File: src/rtl/artv_pkg.sv
// Shared types, constants and table functions of the axis rotate/translate pipeline.
package artv_pkg;

  localparam int CORDIC_STAGES = 16;
  // Clamp the stage count to the supported span
  localparam int NSTG = (CORDIC_STAGES < 8) ? 8 : ((CORDIC_STAGES > 32) ? 32 : CORDIC_STAGES);

  localparam int CW = 32;          // coordinate width, Q16.16
  localparam int PW = CW + 18;     // rotated pair, 32 fraction bits plus growth
  localparam int AW = 42;          // residual angle, degrees with 32 fraction bits

  // One full turn is 360 * 2^16 = 45 * 2^19; reduce on units of 2^19
  localparam int FOLD_SHIFT  = 19;
  localparam int MOD_UNITS   = (360 * 65536) >> FOLD_SHIFT;
  localparam int UW          = $clog2(MOD_UNITS);
  localparam int HW          = CW - FOLD_SHIFT;
  localparam int RECIP_SHIFT = 16;
  localparam int RECIP_UNITS = ((1 << RECIP_SHIFT) + MOD_UNITS - 1) / MOD_UNITS;
  localparam int RECIP_W     = $clog2(RECIP_UNITS + 1);
  localparam int QW          = HW + RECIP_W - RECIP_SHIFT;
  localparam int RW          = UW + FOLD_SHIFT;

  localparam logic [RW-1:0] DEG_QUARTER = RW'(90 * 65536);
  localparam logic [RW-1:0] DEG_HALF    = RW'(180 * 65536);
  localparam logic [RW-1:0] DEG_3Q      = RW'(270 * 65536);
  localparam logic [RW-1:0] DEG_FULL    = RW'(360 * 65536);

  localparam longint RAD_TO_DEG_Q32 = 64'sd246083499208;
  localparam longint GAIN_LIMIT_Q32 = 64'sd2608131496;

  typedef enum logic [2:0] {
    KIND_ROT_X = 3'd0,
    KIND_ROT_Y = 3'd1,
    KIND_ROT_Z = 3'd2,
    KIND_ADD_X = 3'd3,
    KIND_ADD_Y = 3'd4,
    KIND_ADD_Z = 3'd5
  } kind_e;

  typedef struct packed {
    logic [2:0]    kind;
    logic [CW-1:0] x;
    logic [CW-1:0] y;
    logic [CW-1:0] z;
    logic [CW-1:0] amt;
  } item_t;

  typedef struct packed {
    item_t         item;
    logic [PW-1:0] pa;
    logic [PW-1:0] pb;
    logic [AW-1:0] ang;
  } rot_t;

  typedef struct packed {
    logic          sat;
    logic [CW-1:0] x;
    logic [CW-1:0] y;
    logic [CW-1:0] z;
  } res_t;

  typedef struct packed {
    logic          sat;
    logic [CW-1:0] val;
  } clip_t;

  // atan(2^-i) in degrees, scaled by 2^32
  function automatic longint atan_entry(input int i);
    longint t;
    case (i)
      0:       t = 64'sd193273528320;
      1:       t = 64'sd114096026022;
      2:       t = 64'sd60285206653;
      3:       t = 64'sd30601712202;
      4:       t = 64'sd15360239180;
      5:       t = 64'sd7687607525;
      6:       t = 64'sd3844741810;
      7:       t = 64'sd1922488225;
      8:       t = 64'sd961258780;
      9:       t = 64'sd480631223;
      10:      t = 64'sd240315841;
      11:      t = 64'sd120157949;
      12:      t = 64'sd60078978;
      13:      t = 64'sd30039489;
      14:      t = 64'sd15019745;
      15:      t = 64'sd7509872;
      default: t = (RAD_TO_DEG_Q32 + (64'sd1 <<< (i - 1))) >>> i;
    endcase
    return t;
  endfunction

  // 1/K for n stages, scaled by 2^32
  function automatic longint gain_of(input int n);
    longint g;
    case (n)
      8:       g = 64'sd2608158028;
      9:       g = 64'sd2608138129;
      10:      g = 64'sd2608133154;
      11:      g = 64'sd2608131911;
      12:      g = 64'sd2608131600;
      13:      g = 64'sd2608131522;
      14:      g = 64'sd2608131503;
      15:      g = 64'sd2608131498;
      16:      g = 64'sd2608131497;
      default: g = GAIN_LIMIT_Q32;
    endcase
    return g;
  endfunction

  localparam logic signed [32:0] GAIN_Q32 = 33'(gain_of(NSTG));

  // Clip a signed value two bits wider than a coordinate to the coordinate range
  function automatic clip_t clip_coord(input logic [CW+1:0] v);
    clip_t c;
    if (v[CW+1:CW-1] == 3'b000 || v[CW+1:CW-1] == 3'b111) begin
      c.sat = 1'b0;
      c.val = v[CW-1:0];
    end else begin
      c.sat = 1'b1;
      c.val = v[CW+1] ? {1'b1, {(CW-1){1'b0}}} : {1'b0, {(CW-1){1'b1}}};
    end
    return c;
  endfunction

endpackage

File: src/rtl/artv_post.sv
// Rounding, translation, clipping and the output register.
module artv_post import artv_pkg::*; (
  input  logic clk_i,
  input  logic rst_ni,
  input  logic in_valid_i,
  output logic in_ready_o,
  input  rot_t in_rot_i,
  output logic out_valid_o,
  input  logic out_ready_i,
  output res_t out_res_o
);

  logic          out_v_q;
  res_t          res_q, res_d;
  logic [PW-1:0] wa, wb;
  logic [CW-1:0] t_sel;
  logic [CW+1:0] t_sum;
  clip_t         ca, cb, ct;
  item_t         it;

  assign in_ready_o = !out_v_q || out_ready_i;

  always_comb begin
    it = in_rot_i.item;
    // round half up to Q16.16
    wa = in_rot_i.pa + (PW'(1) << 15);
    wb = in_rot_i.pb + (PW'(1) << 15);
    ca = clip_coord(wa[PW-1:16]);
    cb = clip_coord(wb[PW-1:16]);

    case (it.kind)
      KIND_ADD_Y: t_sel = it.y;
      KIND_ADD_Z: t_sel = it.z;
      default:    t_sel = it.x;
    endcase
    t_sum = {{2{t_sel[CW-1]}}, t_sel} + {{2{it.amt[CW-1]}}, it.amt};
    ct    = clip_coord(t_sum);

    res_d.x   = it.x;
    res_d.y   = it.y;
    res_d.z   = it.z;
    res_d.sat = 1'b0;
    case (it.kind)
      KIND_ROT_X: begin
        res_d.y   = ca.val;
        res_d.z   = cb.val;
        res_d.sat = ca.sat | cb.sat;
      end
      KIND_ROT_Y: begin
        res_d.z   = ca.val;
        res_d.x   = cb.val;
        res_d.sat = ca.sat | cb.sat;
      end
      KIND_ROT_Z: begin
        res_d.x   = ca.val;
        res_d.y   = cb.val;
        res_d.sat = ca.sat | cb.sat;
      end
      KIND_ADD_X: begin
        res_d.x   = ct.val;
        res_d.sat = ct.sat;
      end
      KIND_ADD_Y: begin
        res_d.y   = ct.val;
        res_d.sat = ct.sat;
      end
      KIND_ADD_Z: begin
        res_d.z   = ct.val;
        res_d.sat = ct.sat;
      end
      default: begin
        res_d.sat = 1'b0;
      end
    endcase
  end

  always_ff @(posedge clk_i or negedge rst_ni) begin
    if (!rst_ni) begin
      out_v_q <= 1'b0;
    end else if (in_ready_o) begin
      out_v_q <= in_valid_i;
    end
  end

  always_ff @(posedge clk_i) begin
    if (in_ready_o && in_valid_i) begin
      res_q <= res_d;
    end
  end

  assign out_valid_o = out_v_q;
  assign out_res_o   = res_q;

  localparam logic [CW-1:0] C_MAX = {1'b0, {(CW-1){1'b1}}};
  localparam logic [CW-1:0] C_MIN = {1'b1, {(CW-1){1'b0}}};

  a_sat_at_limit: assert property (@(posedge clk_i) disable iff (!rst_ni)
    (out_v_q && res_q.sat) |->
      (res_q.x == C_MAX || res_q.x == C_MIN || res_q.y == C_MAX || res_q.y == C_MIN ||
       res_q.z == C_MAX || res_q.z == C_MIN))
    else $error("saturated flag without a clipped component");

endmodule

File: config.mk
export PLATFORM = sky130hd
export DESIGN_NAME = artv_post
export DESIGN_NICKNAME = d
export VERILOG_FILES = /design/src/rtl/artv_pkg.sv /design/src/rtl/artv_post.sv
export SDC_FILE = /design/constraint.sdc
export NUM_CORES = 1
export LEC_CHECK = 0
export BUFFER_PORTS_ARGS = -buffer_cell sky130_fd_sc_hd__buf_4
export CAP_MARGIN = 20
export CORE_MARGIN = 1
export CORE_UTILIZATION = 33
export DETAILED_ROUTE_END_ITERATION = 10
export SYNTH_ARGS = -nofsm -noshare
export SYNTH_HDL_FRONTEND = slang
export SYNTH_SLANG_ARGS = --single-unit
File: constraint.sdc
create_clock -name clk_i -period 4.19 [get_ports clk_i]
set_clock_uncertainty 0.1 [all_clocks]
set_input_delay 0.419 -clock clk_i [delete_from_list [all_inputs] [get_ports clk_i]]
set_output_delay 0.419 -clock clk_i [all_outputs]
set_load 0.01 [all_outputs]
==> results by group <==
Clock network
  – Clock buffer depth: 2
  – CTS tree: yes
  – Clk pin slew, worst setup/hold paths: roughly 80 ps
  – Clock root cell: clkbuf_16
  – CTS buffer count: 9
  – Latest clock arrival within the worst-skew pair: around 370 ps
  – Total clock sinks: 98
  – CTS H-Tree Depth: 3

Final layout
  – Number of fill cells in the layout: ~2,800
  – Antenna Cells: 0
  – Register area: between 2000 and 3000 um^2
  – Multi-input gate area: 6450 um^2
  – Area delta synth->final: 46.7%
  – Nets: between 1,500 and 2,000
  – Fin area: 14,200 um^2
  – Layout cells sized above 1: 34.2%
  – Fin cells: 2,039

Timing
  – Hold_ws: 143 ps
  – Setup Viol. Count Final: 0
  – RSZ-0062 raised after global routing: no
  – Fin. max-slew vios: 0
  – Tmin final: ~4000 ps
  – Slew headroom: about 26%
  – Max Clock Freq: roughly 250 MHz
  – Slew @ Worst Pin: about 1100 ps
  – Final worst path period share: around 95%
  – Endpoints failing hold: 0

Pwr
  – P_int: around 2.5 mW
  – Sw power: ~1.5 mW
  – Cell area power density: 282 nW/um^2
  – Total Power: approximately 4 mW
  – Worst IR Drop VDD: 0.235 mV
  – Switching Share: ~39%
  – Clock share of power: 22.2%
  – Logic pwr share: 47.2%
  – Pleak: between 6 and 7 nW
  – Flop pwr share: roughly 31%

Synth
  – Top_reg_cell synth: edfxtp_1
  – Netlist Area Pre-Place: around 9700 um^2
  – Synth Area per Inst: ~8.1 um^2
  – Post-Synthesis Net Count: around 1,500
  – Cell taking the most area after synthesis: edfxtp_1
  – Sequential element share of the synthesized area: between 30 and 40%
  – Mapped Cells: 1,198
  – FF+latch count, synth: just under 100
  – Post-synth top cells: 211 x nand2_1, 105 x nor2_1, 97 x edfxtp_1
  – Yosys top cell area share: 30.2%
  – Post-synth cell types: 72
  – Post-synth ARST share: between 1 and 1.5%
  – Post-synth EDFFs: between 90 and 100
  – Top cells by area, synth: edfxtp_1 30%, nand2_1 8.2%, a222oi_1 4.9%
  – Count leader, synth: nand2_1
  – Yosys warnings: 0

Floorplanning
  – Die Footprint: approximately 30,000 um^2
  – Num rows: just over 60
  – I/O pin count: around 380
  – Initial Util: roughly 34%
  – Height of the chip: 173 um
  – Core area: between 20,000 and 30,000 um^2
  – Die X: approximately 170 um

Hold path
  – Hold_sp: in_valid_i
  – Hold Crit Class: in2reg
  – Hold Path Sink: out_valid_o
  – Hold Path Depth: 2

Global route
  – Number of global-route vias before repair: 11,200
  – Global-route wire length before repair: between 60,000 and 70,000 um
  – GR Util All Layers: 30.6%
  – Initial antenna violation count: 0
  – Gr ovfl total: 0
  – Maximum number of pins on one net before global-route repair: 85

Outcome
  – Status: finished, final reports clean

Route
  – 1st-pass router iterations: 9
  – Post-route ant nets: 0
  – DR WL/cell: approximately 23 um
  – Via-per-instance ratio: 5.84
  – Total Wirelength: 47,500 um
  – Residual DRC: 0
  – Routed vias: 11,900
  – Initial DRC count: approximately 1,700

Placement
  – DP Cell Count: between 2,000 and 2,500
  – Final GP Congestion: around 1
  – Port Buffer Count: ~300
  – DP Area: ~14,000 um^2
  – HPWL after DPL: approximately 38,000 um

Worst setup path
  – WP data required: about 4200 ps
  – R2R Setup Slk: about 2400 ps
  – CP Class: in2reg
  – Worst R2R End: out_res_o[21]
  – Worst r2r src: out_valid_o
  – Arrival @ worst endpoint: about 4000 ps
  – R2R cell count: 3
  – Crit path capture type: register
  – Crit path launch type: input pin
  – Worst-path maximum fanout: 31

Job
  – Max-Cap Viols: 0
-- per-layer routing --
layer	GRT usage, %	vias up	wire length [um]
li1	-	5484	-
met1	39.8	5562	19300
met2	50.0	754	21700
met3	4.35	104	4260
met4	14.4	0	2220
met5	0	-	0
-- per-stage QoR --
step	setup slack [ps]	utilization, %	TNS, ps
3_5_place_dp	-257	47.9	-5720
2_1_floorplan	2.65	-	0
3_3_place_gp	-261	47.9	-8630
5_1_grt	6.76	49.3	0
4_1_cts	93.5	49.0	0
6_report	208	49.3	0
-- critical path, stage by stage --
cell     delay (ps)
buf_4           120
inv_1            70
nand2_2         130
buf_12          200
nand2_1          70
o21ai_0          70
buf_4           150
ha_1            360
buf_4           130
nand2_1          60
nor2_1          170
nand4_1         150
o31ai_2         280
buf_4           190
a41oi_2         140
buf_4           180
mux2i_2         160
buf_4           160
or3b_1          460
buf_4           170
nand2_1          50
nand2_1          50
-- power groups by stage --
stage / Combinational, mW / Sequential [mW] / Clock (mW)
2_1_floorplan: 0.818 / 1.28 / 0
4_1_cts: 1.82 / 1.22 / 0.882
6_report: 1.88 / 1.22 / 0.887
3_5_place_dp: 1.81 / 1.24 / 0
5_1_grt: 1.99 / 1.23 / 0.922
3_3_place_gp: 1.80 / 1.24 / 0
-- placed cells by master (no fill, tap or decap), drive strengths merged, types with 8 or more instances in the layout --
master    n
a21oi    78
inv      18
o211ai   19
and3     13
a221o     8
a21o      8
a211oi   13
a222oi   47
nor3     22
xor2     51
nor4     13
nand4    35
edfxtp   97
o21ai    93
nor2    107
buf     510
a22oi     9
a31oi    12
clkbuf    9
a221oi   25
nor2b     9
mux2i    35
ha       34
xnor2    37
and2     13
nand3    30
nand2   211
or2       8
nand2b   23
-- flip-flops by register name, summed over array words and instances (netlist names) --
signal / flops
out_res_o: 97
out_valid_o: 1
-- layout make-up --
type,instances,share of cell area [%]
Clock buffer,9,1.59
Clock inverter,7,0.477
Inverter,13,0.345
Multi-Input combinational cell,1017,45.6
Sequential cell,98,20.8
Tap cell,384,3.39
Timing Repair Buffer,511,27.9
-- worst max-delay path by stage --
| stage | end | cells after the start | start | slack (ps) |
|---|---|---|---|---|
| 2_1_floorplan | out_res_o[28] | 15 | in_rot_i[270] | 3 |
| 3_3_place_gp | out_res_o[54] | 20 | in_rot_i[271] | -260 |
| 4_1_cts | out_res_o[42] | 19 | in_rot_i[271] | 90 |
| 5_1_grt | out_res_o[29] | 21 | in_rot_i[271] | 7 |
| 6_report | out_res_o[23] | 22 | in_rot_i[271] | 210 |
| 3_5_place_dp | out_res_o[42] | 19 | in_rot_i[271] | -260 |
-- kinds of logic (layout without fill, tap and decap cells) --
family / Yosys count / after routing / synth area share [%]
AOI/OAI and AO/OA: 357 / 357 / 25.4
xor gates and xnor gates: 88 / 88 / 7.98
adders and majority gates: 35 / 35 / 4.61
buffers and inverters: 83 / 540 / 3.67
DFF: 98 / 98 / 30.4
muxes: 36 / 36 / 3.75
and+or+nand+nor: 501 / 501 / 24.2
-- repair_timing --
action	CTS	global route
setup endpoints to repair	0	75
resized for setup	0	22
setup buffers	0	2
hold endpoints to repair	1	0
hold buffers	1	0
Power figures use the tool's default switching activity.
