**src/rtl/artv_pkg.sv**
```systemverilog
// Shared types, constants and table functions of the axis rotate/translate pipeline.
package artv_pkg;

  localparam int CORDIC_STAGES = 16;
  // Clamp the stage count to the supported span
  localparam int NSTG = (CORDIC_STAGES < 8) ? 8 : ((CORDIC_STAGES > 32) ? 32 : CORDIC_STAGES);

  localparam int CW = 32;          // coordinate width, Q16.16
  localparam int PW = CW + 18;     // rotated pair, 32 fraction bits plus growth
  localparam int AW = 42;          // residual angle, degrees with 32 fraction bits

  // One full turn is 360 * 2^16 = 45 * 2^19; reduce on units of 2^19
  localparam int FOLD_SHIFT  = 19;
  localparam int MOD_UNITS   = (360 * 65536) >> FOLD_SHIFT;
  localparam int UW          = $clog2(MOD_UNITS);
  localparam int HW          = CW - FOLD_SHIFT;
  localparam int RECIP_SHIFT = 16;
  localparam int RECIP_UNITS = ((1 << RECIP_SHIFT) + MOD_UNITS - 1) / MOD_UNITS;
  localparam int RECIP_W     = $clog2(RECIP_UNITS + 1);
  localparam int QW          = HW + RECIP_W - RECIP_SHIFT;
  localparam int RW          = UW + FOLD_SHIFT;

  localparam logic [RW-1:0] DEG_QUARTER = RW'(90 * 65536);
  localparam logic [RW-1:0] DEG_HALF    = RW'(180 * 65536);
  localparam logic [RW-1:0] DEG_3Q      = RW'(270 * 65536);
  localparam logic [RW-1:0] DEG_FULL    = RW'(360 * 65536);

  localparam longint RAD_TO_DEG_Q32 = 64'sd246083499208;
  localparam longint GAIN_LIMIT_Q32 = 64'sd2608131496;

  typedef enum logic [2:0] {
    KIND_ROT_X = 3'd0,
    KIND_ROT_Y = 3'd1,
    KIND_ROT_Z = 3'd2,
    KIND_ADD_X = 3'd3,
    KIND_ADD_Y = 3'd4,
    KIND_ADD_Z = 3'd5
  } kind_e;

  typedef struct packed {
    logic [2:0]    kind;
    logic [CW-1:0] x;
    logic [CW-1:0] y;
    logic [CW-1:0] z;
    logic [CW-1:0] amt;
  } item_t;

  typedef struct packed {
    item_t         item;
    logic [PW-1:0] pa;
    logic [PW-1:0] pb;
    logic [AW-1:0] ang;
  } rot_t;

  typedef struct packed {
    logic          sat;
    logic [CW-1:0] x;
    logic [CW-1:0] y;
    logic [CW-1:0] z;
  } res_t;

  typedef struct packed {
    logic          sat;
    logic [CW-1:0] val;
  } clip_t;

  // atan(2^-i) in degrees, scaled by 2^32
  function automatic longint atan_entry(input int i);
    longint t;
    case (i)
      0:       t = 64'sd193273528320;
      1:       t = 64'sd114096026022;
      2:       t = 64'sd60285206653;
      3:       t = 64'sd30601712202;
      4:       t = 64'sd15360239180;
      5:       t = 64'sd7687607525;
      6:       t = 64'sd3844741810;
      7:       t = 64'sd1922488225;
      8:       t = 64'sd961258780;
      9:       t = 64'sd480631223;
      10:      t = 64'sd240315841;
      11:      t = 64'sd120157949;
      12:      t = 64'sd60078978;
      13:      t = 64'sd30039489;
      14:      t = 64'sd15019745;
      15:      t = 64'sd7509872;
      default: t = (RAD_TO_DEG_Q32 + (64'sd1 <<< (i - 1))) >>> i;
    endcase
    return t;
  endfunction

  // 1/K for n stages, scaled by 2^32
  function automatic longint gain_of(input int n);
    longint g;
    case (n)
      8:       g = 64'sd2608158028;
      9:       g = 64'sd2608138129;
      10:      g = 64'sd2608133154;
      11:      g = 64'sd2608131911;
      12:      g = 64'sd2608131600;
      13:      g = 64'sd2608131522;
      14:      g = 64'sd2608131503;
      15:      g = 64'sd2608131498;
      16:      g = 64'sd2608131497;
      default: g = GAIN_LIMIT_Q32;
    endcase
    return g;
  endfunction

  localparam logic signed [32:0] GAIN_Q32 = 33'(gain_of(NSTG));

  // Clip a signed value two bits wider than a coordinate to the coordinate range
  function automatic clip_t clip_coord(input logic [CW+1:0] v);
    clip_t c;
    if (v[CW+1:CW-1] == 3'b000 || v[CW+1:CW-1] == 3'b111) begin
      c.sat = 1'b0;
      c.val = v[CW-1:0];
    end else begin
      c.sat = 1'b1;
      c.val = v[CW+1] ? {1'b1, {(CW-1){1'b0}}} : {1'b0, {(CW-1){1'b1}}};
    end
    return c;
  endfunction

endpackage

```
**src/rtl/artv_prep.sv**
```systemverilog
// Angle reduction, gain scaling and quadrant fold: two pipeline stages.
module artv_prep import artv_pkg::*; (
  input  logic  clk_i,
  input  logic  rst_ni,
  input  logic  in_valid_i,
  output logic  in_ready_o,
  input  item_t in_item_i,
  output logic  out_valid_o,
  input  logic  out_ready_i,
  output rot_t  out_rot_o
);

  logic              s1_v_q, s2_v_q;
  logic              s1_rdy, s2_rdy;
  item_t             s1_item_q;
  logic [RW-1:0]     s1_r_q, s1_r_d;
  logic [PW-1:0]     s1_pa_q, s1_pb_q, s1_pa_d, s1_pb_d;
  rot_t              s2_rot_q, s2_rot_d;

  logic [HW-1:0]          hi;
  logic [HW+RECIP_W-1:0]  q_prod;
  logic [QW-1:0]          q_est;
  logic [HW:0]            q45, rem_raw, rem_fix;
  logic [UW-1:0]          unit, unit_adj;
  logic [CW-1:0]          a_sel, b_sel;
  logic signed [CW+33:0]  prod_a, prod_b;
  logic signed [RW:0]     deg;
  logic                   flip;

  assign s2_rdy     = !s2_v_q || out_ready_i;
  assign s1_rdy     = !s1_v_q || s2_rdy;
  assign in_ready_o = s1_rdy;

  // Stage 1: amount modulo one turn, pair select, gain multiply
  always_comb begin
    // offset binary; 2^31 is exactly one unit past a whole number of turns
    hi       = {~in_item_i.amt[CW-1], in_item_i.amt[CW-2:FOLD_SHIFT]};
    q_prod   = (HW+RECIP_W)'(hi) * (HW+RECIP_W)'(RECIP_UNITS);
    q_est    = q_prod[HW+RECIP_W-1:RECIP_SHIFT];
    q45      = ((HW+1)'(q_est) << 5) + ((HW+1)'(q_est) << 3) + ((HW+1)'(q_est) << 2)
             + (HW+1)'(q_est);
    rem_raw  = {1'b0, hi} - q45;
    // estimate overshoots by at most one
    rem_fix  = rem_raw[HW] ? rem_raw + (HW+1)'(MOD_UNITS) : rem_raw;
    unit     = rem_fix[UW-1:0];
    unit_adj = (unit == '0) ? UW'(MOD_UNITS - 1) : unit - UW'(1);
    s1_r_d   = {unit_adj, in_item_i.amt[FOLD_SHIFT-1:0]};

    case (in_item_i.kind)
      KIND_ROT_X: begin
        a_sel = in_item_i.y;
        b_sel = in_item_i.z;
      end
      KIND_ROT_Y: begin
        a_sel = in_item_i.z;
        b_sel = in_item_i.x;
      end
      default: begin
        a_sel = in_item_i.x;
        b_sel = in_item_i.y;
      end
    endcase
    prod_a  = $signed(a_sel) * GAIN_Q32;
    prod_b  = $signed(b_sel) * GAIN_Q32;
    s1_pa_d = prod_a[16 +: PW];
    s1_pb_d = prod_b[16 +: PW];
  end

  // Stage 2: fold into plus or minus a quarter turn
  always_comb begin
    if (s1_r_q <= DEG_QUARTER) begin
      deg  = $signed({1'b0, s1_r_q});
      flip = 1'b0;
    end else if (s1_r_q < DEG_3Q) begin
      deg  = $signed({1'b0, s1_r_q}) - $signed({1'b0, DEG_HALF});
      flip = 1'b1;
    end else begin
      deg  = $signed({1'b0, s1_r_q}) - $signed({1'b0, DEG_FULL});
      flip = 1'b0;
    end
    s2_rot_d.item = s1_item_q;
    s2_rot_d.pa   = flip ? -s1_pa_q : s1_pa_q;
    s2_rot_d.pb   = flip ? -s1_pb_q : s1_pb_q;
    s2_rot_d.ang  = AW'(deg) << 16;
  end

  always_ff @(posedge clk_i or negedge rst_ni) begin
    if (!rst_ni) begin
      s1_v_q <= 1'b0;
      s2_v_q <= 1'b0;
    end else begin
      if (s1_rdy) s1_v_q <= in_valid_i;
      if (s2_rdy) s2_v_q <= s1_v_q;
    end
  end

  always_ff @(posedge clk_i) begin
    if (s1_rdy && in_valid_i) begin
      s1_item_q <= in_item_i;
      s1_r_q    <= s1_r_d;
      s1_pa_q   <= s1_pa_d;
      s1_pb_q   <= s1_pb_d;
    end
    if (s2_rdy && s1_v_q) begin
      s2_rot_q <= s2_rot_d;
    end
  end

  assign out_valid_o = s2_v_q;
  assign out_rot_o   = s2_rot_q;

  localparam logic signed [AW-1:0] ANG_MAX = AW'({1'b0, DEG_QUARTER}) << 16;

  a_reduced_in_turn: assert property (@(posedge clk_i) disable iff (!rst_ni)
    s1_v_q |-> (s1_r_q < DEG_FULL))
    else $error("reduced angle outside one turn");

  a_folded_in_quarter: assert property (@(posedge clk_i) disable iff (!rst_ni)
    s2_v_q |-> ($signed(s2_rot_q.ang) <= ANG_MAX && $signed(s2_rot_q.ang) >= -ANG_MAX))
    else $error("folded angle outside a quarter turn");

endmodule

```
**config.mk**
```make
export PLATFORM = sky130hd
export DESIGN_NAME = artv_prep
export DESIGN_NICKNAME = d
export VERILOG_FILES = /design/src/rtl/artv_pkg.sv /design/src/rtl/artv_prep.sv
export SDC_FILE = /design/constraint.sdc
export NUM_CORES = 2
export LEC_CHECK = 0
export BUFFER_PORTS_ARGS = -buffer_cell sky130_fd_sc_hd__clkbuf_2
export CORE_MARGIN = 2
export CORE_UTILIZATION = 63
export CTS_CLUSTER_DIAMETER = 40
export CTS_CLUSTER_SIZE = 24
export DETAILED_ROUTE_END_ITERATION = 8
export PLACE_DENSITY = 0.94
export SYNTH_ARGS = -nofsm -noshare
export SYNTH_HDL_FRONTEND = slang
export SYNTH_SLANG_ARGS = --single-unit
```
**constraint.sdc**
```tcl
create_clock -name clk_i -period 8 [get_ports clk_i]
set_input_delay 0.4 -clock clk_i [delete_from_list [all_inputs] [get_ports clk_i]]
set_output_delay 0.4 -clock clk_i [all_outputs]
set_load 0.02 [all_outputs]
```
==> results of run 1 <==
stage by stage:
| step | worst slack, ps | hold WS (ps) | util [%] |
|---|---|---|---|
| 2_1_floorplan | -229 | 104 | - |
| 3_3_place_gp | -586 | 185 | 73.7 |
| 3_5_place_dp | -1340 | 188 | 73.7 |
| 4_1_cts | -370 | 8.85 | 78.3 |
cell families after synthesis:
logic type	Yosys count
xor gates and xnor gates	228
adders and majority gates	1735
DFF	476
and+or+nand+nor	505
other	1
muxes	68
buffers and inverters	1429
AOI/OAI and AO/OA	549
timing repair:
item                                    4_1_cts
gates cloned                                  1
hold buffers                                107
endpoints found under the hold margin       108
endpoints found under the setup margin       69
resized for setup                           109
buffers inserted                             11
pin swaps                                    38
synthesized netlist by cell type, drive strengths merged (8+ instances only):
cell type	n	area, um2
a211oi	16	120
a21o	69	518
a21oi	195	980
a31oi	20	125
and2	12	75.1
and3	11	68.8
buf	45	300
clkbuf	57	215
edfxtp	474	14200
fa	920	18400
ha	815	10200
inv	1327	4980
mux2i	67	671
nand2	121	457
nand2b	16	100
nand3	28	140
nand4	34	213
nor2	162	608
nor2b	11	68.8
nor3	31	188
nor4	13	87.6
o21a	20	150
o21ai	123	619
o21bai	21	158
o31ai	21	158
o41ai	8	96.4
or2	18	113
or3	25	171
or4	8	70.1
xnor2	148	1300
xor2	80	701
metal layers:
metal,GRT overflow,GRT usage [%]
met1,47,66.5
met2,636,86.8
met3,60,62.0
met4,321,68.8
met5,0,46.0
==> flow_metrics.env, run 1 <==
export IMPL_initial_core_util_pct=63.4
export IMPL_grt_max_degree=139
export IMPL_outcome="stopped before the end"
export IMPL_grt_usage_pct=71.1
export IMPL_placed_cells=7244
export IMPL_cts_made_buffers=69
export IMPL_grt_pass1_vias=64100
export IMPL_rows=110
export IMPL_synth_simple_area_share_pct=4.36
export IMPL_io_pins=410
export IMPL_yosysSeqAreaShare_pct=25.1
export IMPL_ys_flop_type="edfxtp_1"
export IMPL_synth_seq_cells=476
export IMPL_clock_sinks=476
export IMPL_async_flop_share_pct=0.420
export IMPL_synthCells=4991
export IMPL_lastStage="global routing (5_1_grt)"
export IMPL_place_gp_congestion=1.16
export IMPL_synth_mux_area_share_pct=1.20
export IMPL_firstError="[ERROR GRT-0116] Global routing finished with congestion. Check the congestion regions in the DRC Viewer."
export IMPL_port_buffers=393
export IMPL_synth_top_family_by_area="adder cells"
export IMPL_cts_max_path_buffers=3
export IMPL_synth_area_mm2=0.0570
export IMPL_synthAdderAreaFrac_pct=50.2
export IMPL_h_tree_depth=3
export IMPL_netlist_cell_type_count=80
export IMPL_die_h_um=305
export IMPL_place_detailed_hpwl_mm=173
export IMPL_dpl_cell_area_mm2=0.0662
export IMPL_die_x_um=305
export IMPL_ys_warnings_count=0
export IMPL_synth_compound_area_share_pct=5.98
export IMPL_syn_avg_cell_area_um2=11.4
export IMPL_grt_overflow=1064
export IMPL_grt_pass1_wl_mm=462
export IMPL_cts_root_buf="clkbuf_16"
export IMPL_synth_edf_count=474
export IMPL_synth_xor_area_share_pct=3.51
==> inputs of run 2 (changes only) <==
CORE_UTILIZATION = 40   (was 63)
CTS_CLUSTER_DIAMETER = default   (was 40)
CTS_CLUSTER_SIZE = default   (was 24)
PLACE_DENSITY = default   (was 0.94)
PLACE_DENSITY_LB_ADDON = 0.15   (was default)
==> run 2 against run 1 <==
  * The flow now finishes without violations
  * Synthesized area unchanged
  * Synthesized cell count stayed put
==> flow_metrics.env, run 2 <==
export IMPL_h_tree_depth=2
export IMPL_largest_reg_flops=239
export IMPL_yosys_area_top_type="fa_1"
export IMPL_cts_max_path_buffers=3
export IMPL_hold_start="in_item_i[97]"
export IMPL_cts_root_buf="clkbuf_16"
export IMPL_max_stage_delay_ps=530
export IMPL_finalCriticalPeriod_ps=7890
export IMPL_hold_viol=0
export IMPL_fmax_ghz=0.127
export IMPL_drive_gt1_share_pct=25.0
export IMPL_yosysMostFrequentCell="inv_1"
export IMPL_worstSetupEndpointType="register"
export IMPL_clock_latency_ps=660
export IMPL_ys_warnings_count=0
export IMPL_antenna_found_initial=3
export IMPL_io_pins=410
export IMPL_vias=39200
export IMPL_drt_initial_drc_count=2206
export IMPL_final_core_util_pct=50.9
export IMPL_use_met2_pct=35.6
export IMPL_yosysSeqAreaShare_pct=25.1
export IMPL_post_drt_wl_per_cell_um=20.8
export IMPL_grt_pass1_vias=41300
export IMPL_r2r_worst_path_cells=10
export IMPL_fin_skew_ps=28.0
export IMPL_die_h_um=381
export IMPL_fill_cells=12700
export IMPL_crit_path_max_fanout=6
export IMPL_clk_pin_slew_worst_paths_ps=60
export IMPL_reg2reg_from="s1_item_q[18]"
export IMPL_synthTopCellsByCount="inv_1, fa_1, ha_1"
export IMPL_async_flop_share_pct=0.420
export IMPL_min_period_over_period_pct=98.6
export IMPL_globalRouteMet3Util_pct=5.25
export IMPL_floorplan_die_area_mm2=0.145
export IMPL_core_mm2=0.141
export IMPL_synth_area_top_cells="fa_1, edfxtp_1, ha_1"
export IMPL_final_common_cell="inv_1"
export IMPL_busiest_layer="met2"
export IMPL_grt_pass1_wl_mm=255
export IMPL_instances_no_fill=8317
export IMPL_final_cell_mix="inv_1, fa_1, buf_4, ha_1, edfxtp_1"
export IMPL_grt_overflow=0
export IMPL_setup_viol=0
export IMPL_outcome="complete, no violations"
export IMPL_synthCells=4991
export IMPL_die_x_um=381
export IMPL_grt_usage_pct=23.6
export IMPL_worstPathRequired_ps=8400
export IMPL_slew_headroom_pct=25.9
export IMPL_netlist_cell_type_count=80
export IMPL_place_detailed_hpwl_mm=154
export IMPL_netlist_area_leader_share_pct=32.3
export IMPL_place_gp_congestion=0.961
export IMPL_port_buffers=393
export IMPL_cts_tree="yes"
export IMPL_rows=138
export IMPL_grtUsageMet1_pct=34.7
export IMPL_placed_cells=8094
export IMPL_hold_path_endpoint="s1_item_q[97]"
export IMPL_synth_edf_count=474
export IMPL_ys_flop_type="edfxtp_1"
export IMPL_wl_mm=173
export IMPL_drv_slew=0
export IMPL_grt_max_degree=147
export IMPL_final_nets=8251
export IMPL_first_pass_iters=5
export IMPL_r2r_end="out_rot_o[96]"
export IMPL_synth_seq_cells=476
export IMPL_ant_nets=0
export IMPL_hold_depth=1
export IMPL_critPathLaunchType="input port"
export IMPL_worst_path_most_repeated_cell="fa_1"
export IMPL_initial_core_util_pct=40.3
export IMPL_syn_avg_cell_area_um2=11.4
export IMPL_hold_path_class="in2reg"
export IMPL_clock_sinks=476
export IMPL_rrSetupSlack_ps=4060
export IMPL_drc=0
export IMPL_max_cap_violations=0
export IMPL_worst_path_max_delay_cell="fa_1"
export IMPL_whs_ps=28.2
export IMPL_area_delta_synth_final_pct=26.4
export IMPL_via_per_inst=4.72
export IMPL_synth_area_mm2=0.0570
export IMPL_crit_type="in2reg"
export IMPL_worstPathArrival_ps=8290
export IMPL_cts_made_buffers=55
export IMPL_worst_slew_pin_slew_ps=1100
export IMPL_rsz0062_at_grt="true"
run 2: cell counts after synthesis:
Identical to the previous run, type by type.
run 2: stage by stage:
| step | instance area, um2 | setup WS, ps | TNS, ps |
|---|---|---|---|
| floorplan | 57300 | -229 | -781 |
| global placement | 68200 | -945 | -29460 |
| detailed placement | 68200 | -1090 | -36610 |
| CTS | 71100 | 6.45 | 0 |
| global route | 72000 | -181 | -664 |
| finish | 72000 | 112 | 0 |
run 2: timing repair:
action	4_1_cts	5_1_grt
hold buffers	102	0
endpoints found under the hold margin	103	0
setup endpoints to repair	17	48
pin swaps	1	77
buffers inserted	1	17
gates resized for setup	11	172
run 2: cell families (layout without fill, tap and decap cells):
kind of cell             Yosys count  in the layout  share of synthesized area (%)
AO/OA/AOI/OAI                    549            549                           5.98
buffers and inverters           1429           2848                           9.65
other                              1             18                        0.00658
flip-flops                       476            476                           25.1
XOR/XNOR                         228            228                           3.51
adder cells (fa/ha/maj)         1735           1735                           50.2
AND/OR/NAND/NOR                  505            505                           4.36
multiplexers                      68             68                           1.20
run 2: cell type report:
cell class / count / area (um2) / area share [%]
inverters: 1327 / 4980 / 6.92
clock buffers: 69 / 1430 / 1.98
well taps: 1890 / 2360 / 3.28
multi-input cells: 3101 / 38300 / 53.1
repair buffers: 1420 / 10300 / 14.3
clock inverters: 32 / 403 / 0.560
flip-flops and latches: 476 / 14300 / 19.8
diodes: 2 / 5.00 / 0.00695
run 2: layer usage:
layer	up-vias	wire, um
met1	19500	83300
met5	-	0
li1	18700	-
met4	0	3300
met2	912	75100
met3	111	11000
run 2: worst max-delay path by stage:
stage                               from     endpoint
final                      in_item_i[23]   s1_r_q[21]
after CTS                  in_item_i[71]  s1_pa_q[46]
after global routing       in_item_i[23]   s1_r_q[21]
after floorplan            in_item_i[23]   s1_r_q[21]
after global placement    in_item_i[128]  s1_pa_q[48]
after detailed placement  in_item_i[128]  s1_pa_q[48]
run 2: worst max-delay path: cells and delay by family:
kind	cells	cell delay, ps
adders and majority gates	11	4150
AOI/OAI and AO/OA	12	2120
xor gates and xnor gates	3	480
buffers and inverters	6	470
and+or+nand+nor	2	340
muxes	1	320
Power of run 2 is left out: the tool's default activity adds up to more than one toggle a clock period on the data nets, which glitch-free logic cannot reach.
